[src/hdl/r2p_pkg.sv]
`timescale 1ns / 1ps
// Shared constants, the arctangent table and the per-cell data word of the
// rectangular to polar converter. Used by every module of the block.
package r2p_pkg;

  localparam int DATA_WIDTH   = 16;
  localparam int ITERATIONS   = 16;
  localparam int FRAC_BITS    = 16;
  localparam int MAG_W        = 16;
  localparam int PHASE_W      = 16;
  localparam int ANGLE_W      = 32;

  // Micro-rotations are capped at the table length.
  localparam int CORDIC_STEPS = (ITERATIONS < 32) ? ITERATIONS : 32;
  // One root digit per cell, two radicand bits per digit.
  localparam int SQRT_STEPS   = DATA_WIDTH;
  localparam int NUM_CELLS    = (CORDIC_STEPS > SQRT_STEPS) ? CORDIC_STEPS : SQRT_STEPS;
  localparam int IDX_W        = $clog2(NUM_CELLS);

  // Vector width: input plus fraction bits plus headroom for the CORDIC gain.
  localparam int CW           = DATA_WIDTH + FRAC_BITS + 3;
  localparam int RAD_W        = 2 * DATA_WIDTH;
  localparam int REM_W        = DATA_WIDTH + 2;
  localparam int MAGX_W       = (DATA_WIDTH + 1 > MAG_W + 1) ? DATA_WIDTH + 1 : MAG_W + 1;

  localparam logic [MAG_W-1:0]   MAG_MAX   = '1;
  localparam logic [ANGLE_W-1:0] PI_ANGLE  = 32'h8000_0000;
  localparam logic [ANGLE_W-1:0] PH_ROUND  = 32'h0000_8000;

  // atan(2^-i) with 2^31 standing for pi, rounded to nearest.
  localparam logic [ANGLE_W-1:0] ATAN_TAB [32] = '{
    32'h20000000, 32'h12E4051E, 32'h09FB385B, 32'h051111D4,
    32'h028B0D43, 32'h0145D7E1, 32'h00A2F61E, 32'h00517C55,
    32'h0028BE53, 32'h00145F2F, 32'h000A2F98, 32'h000517CC,
    32'h00028BE6, 32'h000145F3, 32'h0000A2FA, 32'h0000517D,
    32'h000028BE, 32'h0000145F, 32'h00000A30, 32'h00000518,
    32'h0000028C, 32'h00000146, 32'h000000A3, 32'h00000051,
    32'h00000029, 32'h00000014, 32'h0000000A, 32'h00000005,
    32'h00000003, 32'h00000001, 32'h00000001, 32'h00000000
  };

  // Data word handed from one cell to the next.
  typedef struct packed {
    logic                    zero;
    logic signed [CW-1:0]    x;
    logic signed [CW-1:0]    y;
    logic [ANGLE_W-1:0]      z;
    logic [RAD_W-1:0]        rad;
    logic [REM_W-1:0]        rem;
    logic [DATA_WIDTH-1:0]   root;
  } cell_data_t;

  function automatic logic [ANGLE_W-1:0] atan_lookup(input logic [4:0] idx);
    return ATAN_TAB[idx];
  endfunction

endpackage

[src/hdl/r2p_prep.sv]
`timescale 1ns / 1ps
// Front end of the converter: squares the inputs, sums them and folds the
// vector into the right half plane. Two register stages; depends on r2p_pkg.
module r2p_prep (
  input  logic                                  clk_i,
  input  logic                                  rst_ni,
  input  logic                                  en_i,
  input  logic                                  valid_i,
  input  logic signed [r2p_pkg::DATA_WIDTH-1:0] re_part_i,
  input  logic signed [r2p_pkg::DATA_WIDTH-1:0] im_part_i,
  output logic                                  valid_o,
  output r2p_pkg::cell_data_t                   data_o
);

  logic signed [r2p_pkg::RAD_W-1:0] sq_re_d, sq_im_d;
  logic [r2p_pkg::RAD_W-1:0]        sq_re_q, sq_im_q;
  logic signed [r2p_pkg::CW-1:0]    re_ext, im_ext;
  logic signed [r2p_pkg::CW-1:0]    x_d, y_d, x_q, y_q;
  logic [r2p_pkg::ANGLE_W-1:0]      z_d, z_q;
  logic                             zero_d, zero_q;
  logic                             v1_q, v2_q;
  r2p_pkg::cell_data_t              data_d, data_q;

  // First stage: squares, fixed-point vector and half-plane fold.
  always_comb begin
    sq_re_d = r2p_pkg::RAD_W'(re_part_i) * r2p_pkg::RAD_W'(re_part_i);
    sq_im_d = r2p_pkg::RAD_W'(im_part_i) * r2p_pkg::RAD_W'(im_part_i);
    re_ext  = r2p_pkg::CW'(re_part_i);
    im_ext  = r2p_pkg::CW'(im_part_i);
    x_d     = re_ext <<< r2p_pkg::FRAC_BITS;
    y_d     = im_ext <<< r2p_pkg::FRAC_BITS;
    z_d     = '0;
    zero_d  = (re_part_i == '0) && (im_part_i == '0);
    if (re_part_i[r2p_pkg::DATA_WIDTH-1]) begin
      x_d = -x_d;
      y_d = -y_d;
      z_d = r2p_pkg::PI_ANGLE;
    end
  end

  // Second stage: radicand is the sum of the squares.
  always_comb begin
    data_d      = '0;
    data_d.zero = zero_q;
    data_d.x    = x_q;
    data_d.y    = y_q;
    data_d.z    = z_q;
    data_d.rad  = sq_re_q + sq_im_q;
  end

  always_ff @(posedge clk_i or negedge rst_ni) begin
    if (!rst_ni) begin
      v1_q <= 1'b0;
      v2_q <= 1'b0;
    end else if (en_i) begin
      v1_q <= valid_i;
      v2_q <= v1_q;
    end
  end

  always_ff @(posedge clk_i) begin
    if (en_i) begin
      sq_re_q <= sq_re_d;
      sq_im_q <= sq_im_d;
      x_q     <= x_d;
      y_q     <= y_d;
      z_q     <= z_d;
      zero_q  <= zero_d;
      data_q  <= data_d;
    end
  end

  assign valid_o = v2_q;
  assign data_o  = data_q;

endmodule

[config.mk]
export PLATFORM = sky130hd
export DESIGN_NAME = r2p_prep
export DESIGN_NICKNAME = d
export VERILOG_FILES = /design/src/hdl/r2p_pkg.sv /design/src/hdl/r2p_prep.sv
export SDC_FILE = /design/constraint.sdc
export NUM_CORES = 1
export LEC_CHECK = 0
export CAP_MARGIN = 20
export CORE_MARGIN = 5
export CORE_UTILIZATION = 30
export DETAILED_ROUTE_END_ITERATION = 10
export DONT_BUFFER_PORTS = 1
export PLACE_DENSITY = 0.54
export RECOVER_POWER = 25
export SETUP_SLACK_MARGIN = 0.15
export SYNTH_ARGS = -nofsm -noshare
export SYNTH_HDL_FRONTEND = slang
export SYNTH_SLANG_ARGS = --single-unit
[constraint.sdc]
create_clock -name clk_i -period 6.1 [get_ports clk_i]
set_clock_uncertainty 0.15 [all_clocks]
set_input_delay 1.22 -clock clk_i [delete_from_list [all_inputs] [get_ports clk_i]]
set_output_delay 1.22 -clock clk_i [all_outputs]
set_load 0.005 [all_outputs]
==> results.md <==
* Mux share of post-synthesis cell area at less than 1%
* Synthesized-area fraction occupied by adder cells at between 40% and 50%
* Largest family of logic cells by synthesized area: adder cells
* Final Hold Viols at 0
* TritonCTS Buffers at 17
* Via-to-Cell Ratio at about 4.3
* Commonest cells in the netlist: inv_1 (645), fa_1 (471), ha_1 (216)
* Synthesized area per cell at 10.2 µm²
* DP Worst Slack at -918 ps
* Vias in the first global route at roughly 18000
* Final setup fails at 20
* Post-synthesis async set-or-reset flop share at between 1 and 1.5%
* Cell taking the most area after synthesis: fa_1
* Critical path peak fanout at 16
* Clk Latency, worst-skew pair at ~480 ps
* Drc violations at 0
* Die Area at roughly 0.09 mm²
* DPL Wire Length at 48900 µm
* Register area share after synthesis at 20.3%
* Initial core utilization at 30.2%
* First-pass DRT Iterations at 5
* First-pass GRT wire length at roughly 98000 µm
* Die Width at 303 µm
* Core area at between 0.08 and 0.09 mm²
* Clk sink count at ~170
* Max stage delay on crit path at between 500 and 600 ps
* Critical Path AT at 6500 ps
* Yosys warning total at 0
* Wirelength per Cell at approximately 15 µm
* Fin crit share at 105%
* CTS Hold Buffers Added at 0
* Share of the synthesized area in the top cell type at between 30% and 40%
* Slowest stage cell, crit path: fa_1
* Via count at 17100
* Drt initial violations at 623
* Boundary Pins at around 200
* XOR/XNOR share of the synthesized area at under 10%
* Setup crit end kind: flip-flop
* Slew margin rel. at about two fifths
* Worst Setup Start Kind: input port
* Outcome: finished with violations
* Fraction of layout instances using a drive strength above 1 at 19.7%
* Root Driver: clkbuf_16
* Remaining Overflow, GRT at 0
* Nets at approximately 3500
* Fillers at between 8000 and 9000
* H-tree depth at 4
* GPL Wtd Cong at between 0.8 and 0.9
* Reg clk slew, reported paths at around 80 ps
* CP most frequent cell: fa_1
* Initial antenna violation count at 1
* Cell count after synthesis at between 2000 and 3000
* CTS tree: yes
* Crit-path cells: and2_4, buf_6, fa_1, inv_2, fa_1, fa_1, inv_1, fa_1, fa_1, inv_1, fa_1, inv_2, ha_4, a21o_1, a21o_1, a21o_1, a221o_1, or3_1, o21bai_4, a31o_1, a21oi_2, xnor2_1
* Critical path type: input port to flip-flop
* Post-Syn Area at between 0.02 and 0.03 mm²
* Max Buffers Root-to-Sink at 2
* Ant diodes at 0
* Max Cap Viol at 0
* Max Transition Viols Final at 0
* Synth top area cells: fa_1 (37%), edfxtp_1 (20%), ha_1 (11%), inv_1 (9.4%), xnor2_1 (4.1%)
* Tmin final at ~6400 ps
* Failing checks: setup timing
* Prevailing post-synth register cell: edfxtp_1
* Netlist cell types at 66
* P&R area growth vs syn at 19.1%
* Die Ht at approximately 300 µm
* Synth Area in Simple Gates at around 8%
* Unrepaired setup endpoints after global routing: true
* #FFs+latches synth at 174
* Count of input and output buffers at 0
* Worst Tran Pin Value at 895 ps
* Setup ws final at -307 ps
* Reg2reg setup slack at around 2600 ps
* Final WL at 60800 µm
* Row count at approximately 110
* Complex-gate fraction of the synthesized area at under 10%
* Fmax at ~160 MHz
* Maximum number of pins on one net before global-route repair at between 150 and 200
* Count leader, synth: inv_1
* Critical path required time at between 6000 and 7000 ps
* Hold crit path type: flip-flop to flip-flop
* All-Layer GR Usage at 13.8%
* Post-synth EDFFs at between 150 and 200
* Antenna Nets Post-Route at 0
per-stage QoR:
| stage | cell area [µm²] | hold slack, ps | util [%] | setup TNS, ps | std cells |
|---|---|---|---|---|---|
| floorplan | 26800 | 250 | - | -17100 | 2609 |
| global route | 30600 | 241 | 35.9 | -7170 | 3943 |
| CTS | 30200 | 229 | 35.4 | -1700 | 3927 |
| finish | 30600 | 270 | 35.9 | -3210 | 3943 |
| detailed placement | 29100 | 255 | 34.2 | -22120 | 3883 |
| global placement | 29100 | 250 | 34.2 | -21600 | 3883 |
registers in the layout (all words and copies together) (netlist names):
name / flops
z_q: 1
data_o: 72
v1_q: 1
sq_re_q: 31
zero_q: 1
sq_im_q: 31
x_q: 18
y_q: 18
valid_o: 1
worst max-delay path: cells and delay by family:
family / cells / cell delay [ps]
adder cells (fa/ha/maj): 7 / 3080
AO/OA/AOI/OAI: 7 / 1360
AND/OR/NAND/NOR: 2 / 460
buffers and inverters: 5 / 290
XOR/XNOR: 1 / 70
path summary, 6_finish.rpt:
kind                         startpoint          end  cells after the start
max                        im_part_i[2]  sq_im_q[24]                     22
min                             x_q[17]  data_o[150]                      0
max reg2reg                  sq_im_q[2]   data_o[64]                     12
min reg2reg                     x_q[17]  data_o[150]                      0
max in group asynchronous        rst_ni         v1_q                      0
min in group asynchronous        rst_ni      valid_o                      0
placed cells by master, fill, tap and decap left out, drive strengths merged, types with 4 or more instances in the layout:
cell,count
a31o,10
or2,7
o41ai,5
xnor2,121
clkbuf,19
a31oi,8
and3,6
ha,216
nand2b,10
o21bai,13
inv,647
nand3,20
and4,4
nand2,181
nor2,116
a21oi,66
nor3,18
clkinvlp,6
o31ai,8
xor2,23
nand4,7
nor2b,7
nor4,4
buf,319
o21ai,46
edfxtp,172
fa,471
a211oi,8
o21a,9
or3,6
clkinv,10
and2,60
a21o,40
conb,98
logic make-up (layout without fill, tap and decap cells):
family                     count (synthesis)  in the layout
adders and majority gates                687            687
and+or+nand+nor                          452            452
muxes                                      4              4
other                                      1             98
xor gates and xnor gates                 144            144
DFF                                      174            174
AOI/OAI and AO/OA                        238            238
buffers and inverters                    812           1002
layout make-up:
| type | instances | area (µm²) | area share (%) |
|---|---|---|---|
| clock buffers | 19 | 433 | 1.41 |
| flip-flops and latches | 174 | 5220 | 17.0 |
| clock inverters | 12 | 133 | 0.433 |
| multi-input cells | 1623 | 18300 | 59.8 |
| well taps | 1144 | 1430 | 4.68 |
| inverters | 652 | 2530 | 8.26 |
| repair buffers | 319 | 2550 | 8.33 |
per-layer routing:
metal	GRT usage, %	vias up	share of wire, %
met5	0	-	0
met3	2.60	45	4.5
met1	17.4	8711	42
met2	24.6	276	52
met4	2.85	0	1.3
li1	-	8044	-
what timing repair did:
action | CTS | global route
setup buffers | 13 | 16
endpoints found under the setup margin | 29 | 32
pin swaps | 54 | 65
resized for setup | 100 | 78
Power is not shown: default switching activity piles up to over one toggle a cycle in this logic, so the estimate is an artifact.
