<file path="src/hdl/r2p_pkg.sv">
`timescale 1ns / 1ps
// Shared constants, the arctangent table and the per-cell data word of the
// rectangular to polar converter. Used by every module of the block.
package r2p_pkg;

  localparam int DATA_WIDTH   = 16;
  localparam int ITERATIONS   = 16;
  localparam int FRAC_BITS    = 16;
  localparam int MAG_W        = 16;
  localparam int PHASE_W      = 16;
  localparam int ANGLE_W      = 32;

  // Micro-rotations are capped at the table length.
  localparam int CORDIC_STEPS = (ITERATIONS < 32) ? ITERATIONS : 32;
  // One root digit per cell, two radicand bits per digit.
  localparam int SQRT_STEPS   = DATA_WIDTH;
  localparam int NUM_CELLS    = (CORDIC_STEPS > SQRT_STEPS) ? CORDIC_STEPS : SQRT_STEPS;
  localparam int IDX_W        = $clog2(NUM_CELLS);

  // Vector width: input plus fraction bits plus headroom for the CORDIC gain.
  localparam int CW           = DATA_WIDTH + FRAC_BITS + 3;
  localparam int RAD_W        = 2 * DATA_WIDTH;
  localparam int REM_W        = DATA_WIDTH + 2;
  localparam int MAGX_W       = (DATA_WIDTH + 1 > MAG_W + 1) ? DATA_WIDTH + 1 : MAG_W + 1;

  localparam logic [MAG_W-1:0]   MAG_MAX   = '1;
  localparam logic [ANGLE_W-1:0] PI_ANGLE  = 32'h8000_0000;
  localparam logic [ANGLE_W-1:0] PH_ROUND  = 32'h0000_8000;

  // atan(2^-i) with 2^31 standing for pi, rounded to nearest.
  localparam logic [ANGLE_W-1:0] ATAN_TAB [32] = '{
    32'h20000000, 32'h12E4051E, 32'h09FB385B, 32'h051111D4,
    32'h028B0D43, 32'h0145D7E1, 32'h00A2F61E, 32'h00517C55,
    32'h0028BE53, 32'h00145F2F, 32'h000A2F98, 32'h000517CC,
    32'h00028BE6, 32'h000145F3, 32'h0000A2FA, 32'h0000517D,
    32'h000028BE, 32'h0000145F, 32'h00000A30, 32'h00000518,
    32'h0000028C, 32'h00000146, 32'h000000A3, 32'h00000051,
    32'h00000029, 32'h00000014, 32'h0000000A, 32'h00000005,
    32'h00000003, 32'h00000001, 32'h00000001, 32'h00000000
  };

  // Data word handed from one cell to the next.
  typedef struct packed {
    logic                    zero;
    logic signed [CW-1:0]    x;
    logic signed [CW-1:0]    y;
    logic [ANGLE_W-1:0]      z;
    logic [RAD_W-1:0]        rad;
    logic [REM_W-1:0]        rem;
    logic [DATA_WIDTH-1:0]   root;
  } cell_data_t;

  function automatic logic [ANGLE_W-1:0] atan_lookup(input logic [4:0] idx);
    return ATAN_TAB[idx];
  endfunction

endpackage

</file>
<file path="src/hdl/r2p_cell.sv">
`timescale 1ns / 1ps
// One cell of the converter chain: a CORDIC micro-rotation and one digit of
// the integer square root, registered. Depends on r2p_pkg.
module r2p_cell (
  input  logic                       clk_i,
  input  logic                       rst_ni,
  input  logic                       en_i,
  input  logic [r2p_pkg::IDX_W-1:0]  idx_i,
  input  logic                       valid_i,
  input  r2p_pkg::cell_data_t        data_i,
  output logic                       valid_o,
  output r2p_pkg::cell_data_t        data_o
);

  localparam int DW = r2p_pkg::DATA_WIDTH;

  logic                          do_rot, do_sqrt;
  logic signed [r2p_pkg::CW-1:0] xs, ys;
  logic [r2p_pkg::ANGLE_W-1:0]   atan_v;
  logic [r2p_pkg::REM_W-1:0]     rem_sh, trial;
  logic                          valid_q;
  r2p_pkg::cell_data_t           data_d, data_q;

  // Which of the two jobs this position of the chain carries out.
  assign do_rot  = 32'(idx_i) < r2p_pkg::CORDIC_STEPS;
  assign do_sqrt = 32'(idx_i) < r2p_pkg::SQRT_STEPS;

  // Micro-rotation towards the real axis and one restoring root digit.
  always_comb begin
    xs     = data_i.x >>> idx_i;
    ys     = data_i.y >>> idx_i;
    atan_v = r2p_pkg::atan_lookup(5'(idx_i));
    rem_sh = {data_i.rem[DW-1:0], data_i.rad[r2p_pkg::RAD_W-1 -: 2]};
    trial  = {data_i.root, 2'b01};
    data_d = data_i;
    if (do_rot) begin
      if (!data_i.y[r2p_pkg::CW-1]) begin
        data_d.x = data_i.x + ys;
        data_d.y = data_i.y - xs;
        data_d.z = data_i.z + atan_v;
      end else begin
        data_d.x = data_i.x - ys;
        data_d.y = data_i.y + xs;
        data_d.z = data_i.z - atan_v;
      end
    end
    if (do_sqrt) begin
      data_d.rad = data_i.rad << 2;
      if (rem_sh >= trial) begin
        data_d.rem  = rem_sh - trial;
        data_d.root = {data_i.root[DW-2:0], 1'b1};
      end else begin
        data_d.rem  = rem_sh;
        data_d.root = {data_i.root[DW-2:0], 1'b0};
      end
    end
  end

  always_ff @(posedge clk_i or negedge rst_ni) begin
    if (!rst_ni) begin
      valid_q <= 1'b0;
    end else if (en_i) begin
      valid_q <= valid_i;
    end
  end

  always_ff @(posedge clk_i) begin
    if (en_i) begin
      data_q <= data_d;
    end
  end

  assign valid_o = valid_q;
  assign data_o  = data_q;

endmodule

</file>
<file path="config.mk">
export PLATFORM = sky130hd
export DESIGN_NAME = r2p_cell
export DESIGN_NICKNAME = d
export VERILOG_FILES = /design/src/hdl/r2p_pkg.sv /design/src/hdl/r2p_cell.sv
export SDC_FILE = /design/constraint.sdc
export NUM_CORES = 1
export LEC_CHECK = 0
export ABC_AREA = 1
export BUFFER_PORTS_ARGS = -buffer_cell sky130_fd_sc_hd__buf_2
export CAP_MARGIN = 15
export CORE_UTILIZATION = 58
export CTS_CLUSTER_SIZE = 20
export DETAILED_ROUTE_END_ITERATION = 8
export GPL_ROUTABILITY_DRIVEN = 1
export GPL_TIMING_DRIVEN = 0
export PLACE_DENSITY = 0.83
export SLEW_MARGIN = 40
export SYNTH_ARGS = -nofsm -noshare
export SYNTH_HDL_FRONTEND = slang
export SYNTH_SLANG_ARGS = --single-unit
</file>
<file path="constraint.sdc">
create_clock -name clk_i -period 1 [get_ports clk_i]
set_clock_uncertainty 0.1 [all_clocks]
set_input_delay 0.05 -clock clk_i [delete_from_list [all_inputs] [get_ports clk_i]]
set_output_delay 0.05 -clock clk_i [all_outputs]
set_load 0.02 [all_outputs]
</file>
==> key figures, run 1 <==
Global routing
  • GR Overflow Total: 568
  • Total GRT Usage: 88.7%
  • Largest net degree at the start of global routing: 82

Placed design
  • DP Worst Slack: -3660 ps
  • HPWL after DPL: 54900 um
  • Placed cells: 3400
  • Routability congestion estimate: 1.10
  • Port Buffer Count: 340

Yosys
  • Synth async-reset ratio: 0.595%
  • Top FF cell, synth: edfxtp_1
  • Synth cell count leaders: nand2_1, nand3_1, nor2_1, inv_1
  • Yosys top cell area share: 27.6%
  • Count leader, synth: nand2_1
  • Synthesized area per cell: 6.83 um^2
  • Post-Synthesis Cells: 2661
  • Distinct cells, synth: 57
  • Yosys warns: 0
  • Yosys reg bits: 168
  • Post-synth EDFFs: 167
  • Post-synthesis sequential area ratio: 27.7%
  • Synth top area cells: edfxtp_1, nand2_1, nand3_1
  • Largest area contributor in the netlist: edfxtp_1
  • Cell area after synthesis: 18200 um^2

Clocking
  • Clock Tree Buf Depth: 2
  • Cts bufs inserted: 17
  • Total clock sinks: 168
  • H-tree Lvls: 4
  • Clk root buf: clkbuf_16

Status
  • Stop stage: 5_1_grt
  • Halt Reason: [ERROR GRT-0232] Routing congestion too high. Check the congestion heatmap in the GUI.
  • Status: stopped before the end

Timing
  • Worst_ep kind: register data pin
  • Worst endpoint, post-GRT repair: data_o[91]$_DFFE_PP_/D

Die
  • I/O Pins: 347
  • Die X: 179 um
  • Num rows: 64
  • Initial Util: 59.1%
  • Height of the die: 179 um
==> cells by family after synthesis <==
family | after synthesis | synth area share, %
XOR/XNOR | 176 | 8.48
flip-flops | 168 | 27.7
buffers and inverters | 312 | 7.51
multiplexers | 1 | 0.0619
AO/OA/AOI/OAI | 390 | 12.4
other | 1 | 0.0206
adder cells (fa/ha/maj) | 128 | 8.93
AND/OR/NAND/NOR | 1485 | 34.9
==> per-layer routing <==
layer / global-route usage, % / GRT overflow
met5: 55.8 / 2
met4: 95.2 / 191
met3: 77.5 / 42
met2: 101 / 293
met1: 85.5 / 40
==> stage by stage <==
stage / TNS, ps / cell area (um^2) / hold slack [ps] / utilization, %
CTS: -234440 / 25900 / -164 / 84.2
detailed placement: -333920 / 21600 / -265 / 70.3
global placement: -683620 / 21600 / -274 / 70.1
floorplan: -205000 / 19400 / -346 / -
==> what timing repair did <==
item / 4_1_cts
pin swaps: 208
gates resized for setup: 427
setup buffers: 153
hold endpoints to repair: 104
gates cloned: 2
hold buffers: 68
setup endpoints to repair: 289
==> inputs of run 2 (changes only) <==
--- a/config.mk
+++ b/config.mk
@@ -8,12 +8,11 @@
 export ABC_AREA = 1
 export BUFFER_PORTS_ARGS = -buffer_cell sky130_fd_sc_hd__buf_2
 export CAP_MARGIN = 15
-export CORE_UTILIZATION = 58
-export CTS_CLUSTER_SIZE = 20
+export CORE_UTILIZATION = 40
 export DETAILED_ROUTE_END_ITERATION = 8
 export GPL_ROUTABILITY_DRIVEN = 1
 export GPL_TIMING_DRIVEN = 0
-export PLACE_DENSITY = 0.83
+export PLACE_DENSITY_LB_ADDON = 0.15
 export SLEW_MARGIN = 40
 export SYNTH_ARGS = -nofsm -noshare
 export SYNTH_HDL_FRONTEND = slang
==> key figures, run 2 <==
Status
  • Status: finished, violations left
  • Failing checks: negative hold slack, negative setup slack

Placed design
  • HPWL after DPL: 62800 um (+14%)
  • Routability congestion estimate: 1.01 (-8.7%)
  • Port Buffer Count: 340 (unchanged)
  • Placed cells: 3596 (+5.8%)

Detailed routing
  • Post-route ant nets: 0
  • Post-DR vias/cell: 5.60
  • WL final: 82100 um
  • DR WL/cell: 21.4 um
  • 1st-pass router iterations: 5
  • DRC Markers: 0
  • Detailed-route via count: 21500
  • 1st-iter DRT viols: 1844

Yosys
  • Synth top area cells: edfxtp_1, nand2_1, nand3_1
  • Post-Synthesis Cells: 2661 (unchanged)
  • Synth Area in Simple Gates: 34.9% (unchanged)
  • Synthesized area per cell: 6.83 um^2 (unchanged)
  • XOR/XNOR Fraction of Synth Area: 8.48% (unchanged)
  • Count leader, synth: nand2_1
  • Post-synthesis sequential area ratio: 27.7% (unchanged)
  • Yosys warns: 0 (unchanged)
  • Mux cell area share after synthesis: 0.0619% (unchanged)
  • Largest area contributor in the netlist: edfxtp_1
  • Compound-Gate Fraction of Synth Area: 12.4% (unchanged)
  • Cell area after synthesis: 18200 um^2 (unchanged)
  • Synth cell count leaders: nand2_1, nand3_1, nor2_1, inv_1
  • Yosys reg bits: 168 (unchanged)
  • Synth async-reset ratio: 0.595% (unchanged)
  • Post-synth EDFFs: 167 (unchanged)
  • Post-synthesis adder-cell area fraction: 8.93% (unchanged)
  • Distinct cells, synth: 57 (unchanged)
  • Yosys top cell area share: 27.6% (unchanged)
  • Top FF cell, synth: edfxtp_1
  • Largest family of logic cells by synthesized area: simple AND/OR/NAND/NOR gates

Finish
  • Fraction of layout cells with a size suffix above 1: 38.5%
  • Max FFs per register: 167
  • # fillers: 4066
  • Area delta synth->final: 47.9%
  • Non-filler cells, final: 3834
  • Nets@finish: 3529
  • Multi-input gate area: 15300 um^2
  • Commonest non-fill, non-tap cell in the layout: nand2_1
  • Sequential cell area: 5040 um^2
  • Commonest non-fill, non-tap cells in the layout: nand2_1, buf_2, nand3_1

Global routing
  • First-pass GRT wire length: 118000 um
  • Total GRT Usage: 33.6%
  • Initial antenna violation count: 1
  • Largest net degree at the start of global routing: 84
  • Vias in the first global route: 20100
  • GR Overflow Total: 0

Setup path
  • Critical Path Source Type: primary input
  • Critical path type: primary input to flop
  • Worst setup path startpoint: idx_i[0]
  • Crit path max fanout: 10
  • Launch instance of the worst register-to-register path: valid_o$_DFFE_PN0P_
  • R2r setup slk: 160 ps
  • Crit. End Element: flop
  • R2R depth: 1
  • Arr. time, crit path: 3740 ps
  • WP data required: 1160 ps
  • Critical R2R Capture: valid_o$_DFFE_PN0P_

Timing
  • RSZ-0062 raised after global routing: true
  • Endpoints failing setup: 289
  • Final slew viol count: 0
  • Worst relative slew slack: 53.6%
  • Maximum clock rate: 280 MHz
  • Hold_ws: -167 ps
  • Fin crit share: 358%
  • Final WS setup: -2580 ps
  • Worst slew pin tran: 689 ps
  • Final TNS setup: -240050 ps
  • Crit path time final: 3580 ps
  • Final hold viol count: 42

Clocking
  • Clk root buf: clkbuf_16
  • CTS tree: done
  • H-tree Lvls: 4 (unchanged)
  • Total clock sinks: 168 (unchanged)
  • Cts bufs inserted: 17 (unchanged)
  • Worst-path clk slew: 80 ps
  • Worst skew pair latency: 480 ps
  • Clock Tree Buf Depth: 2 (unchanged)

Worst hold path
  • HP Start: en_i
  • Hold-critical path endpoint: data_o[162]$_DFFE_PP_
  • Hold path cells: 1
  • Min-delay worst type: primary input to flop

Power
  • Power Total: 39200 uW
  • LEAKAGE: 0.0119 uW
  • Maximum VDD drop: 1.28 mV
  • Cell Pwr Density: 1460 nW/um^2

Die
  • Core area: 44500 um^2
  • I/O Pins: 347 (unchanged)
  • Die X: 215 um (+20%)
  • Initial Util: 40.9% (-18 points)
  • Height of the die: 215 um (+20%)
  • Die Area: 46300 um^2
  • Num rows: 77 (+20%)

Job
  • Maxcap violations: 0
==> run 2: cell counts after synthesis <==
No cell type changed its count.
==> run 2: repair_timing <==
item                                   CTS  global route
resized for setup                      238           393
setup buffers                           59            71
hold buffers                            69             1
pin swaps                               68           158
setup endpoints to repair              289           289
endpoints found under the hold margin  124            42
cloned                                   1             0
==> run 2: power breakdown <==
part	switching [uW]	internal, uW	total (uW)
clock	3340	3310	6650
combinational	13900	8550	22400
sequential	364	9770	10100
total	17600	21600	39200
==> run 2: through the flow <==
stage	setup slack (ps)	cell area [um^2]	utilization [%]
3_3_place_gp	-3980	21800	49.0
2_1_floorplan	-2630	19400	-
5_1_grt	-2700	26900	60.4
4_1_cts	-2470	24600	55.3
6_report	-2580	26900	60.4
3_5_place_dp	-3930	21900	49.1
==> run 2: how the worst max path moves through the flow <==
stage                                        to  slack, ps  depth (start not counted)
after CTS                  data_o[97]$_DFFE_PP_      -2470                         26
after global placement    data_o[162]$_DFFE_PP_      -3980                         17
after global routing       data_o[97]$_DFFE_PP_      -2700                         25
final                     data_o[131]$_DFFE_PP_      -2580                         24
after floorplan            data_o[97]$_DFFE_PP_      -2630                         23
after detailed placement  data_o[132]$_DFFE_PP_      -3930                         18
==> run 2: worst max-delay path: stages <==
cell and delay [ps]:
buf_12 120, buf_12 150, buf_12 150, nand2_2 60, nand3_1 110, nand3_1 170
nand2_4 110, a21oi_2 190, nand2_1 110, nor2_4 150, nand3_4 150, buf_4 180
nor2_4 100, nor2_1 80, xnor2_2 180, ha_1 360, nand2_2 130, o21a_1 130
inv_1 50, nand2_1 60, o211ai_1 130, a31oi_2 340, nand3_2 220, xor2_1 210
==> run 2: routing by layer <==
metal	part of all wire, %	GRT usage, %	up-vias
met5	0	0	-
met1	43	44.7	10200
met4	4.2	14.0	0
li1	-	-	10100
met3	6.9	4.97	163
met2	46	54.3	968
==> run 2: layout make-up <==
class	instances	share of cell area, %
multi-input cells	2183	56.8
flip-flops and latches	168	18.7
repair buffers	542	13.1
inverters	231	3.40
plain buffers	81	3.05
well taps	592	2.75
clock buffers	17	1.58
clock inverters	15	0.577
diodes	5	0.0465
==> run 2: kinds of logic (layout without fill, tap and decap cells) <==
group           after synthesis  in the layout
compound gates              390            390
xor+xnor                    176            176
fa+ha+maj                   128            128
buf+inv                     312            886
flops                       168            168
mux                           1              1
other cells                   1              7
simple gates               1485           1486
(Power assumes the default switching activity.)
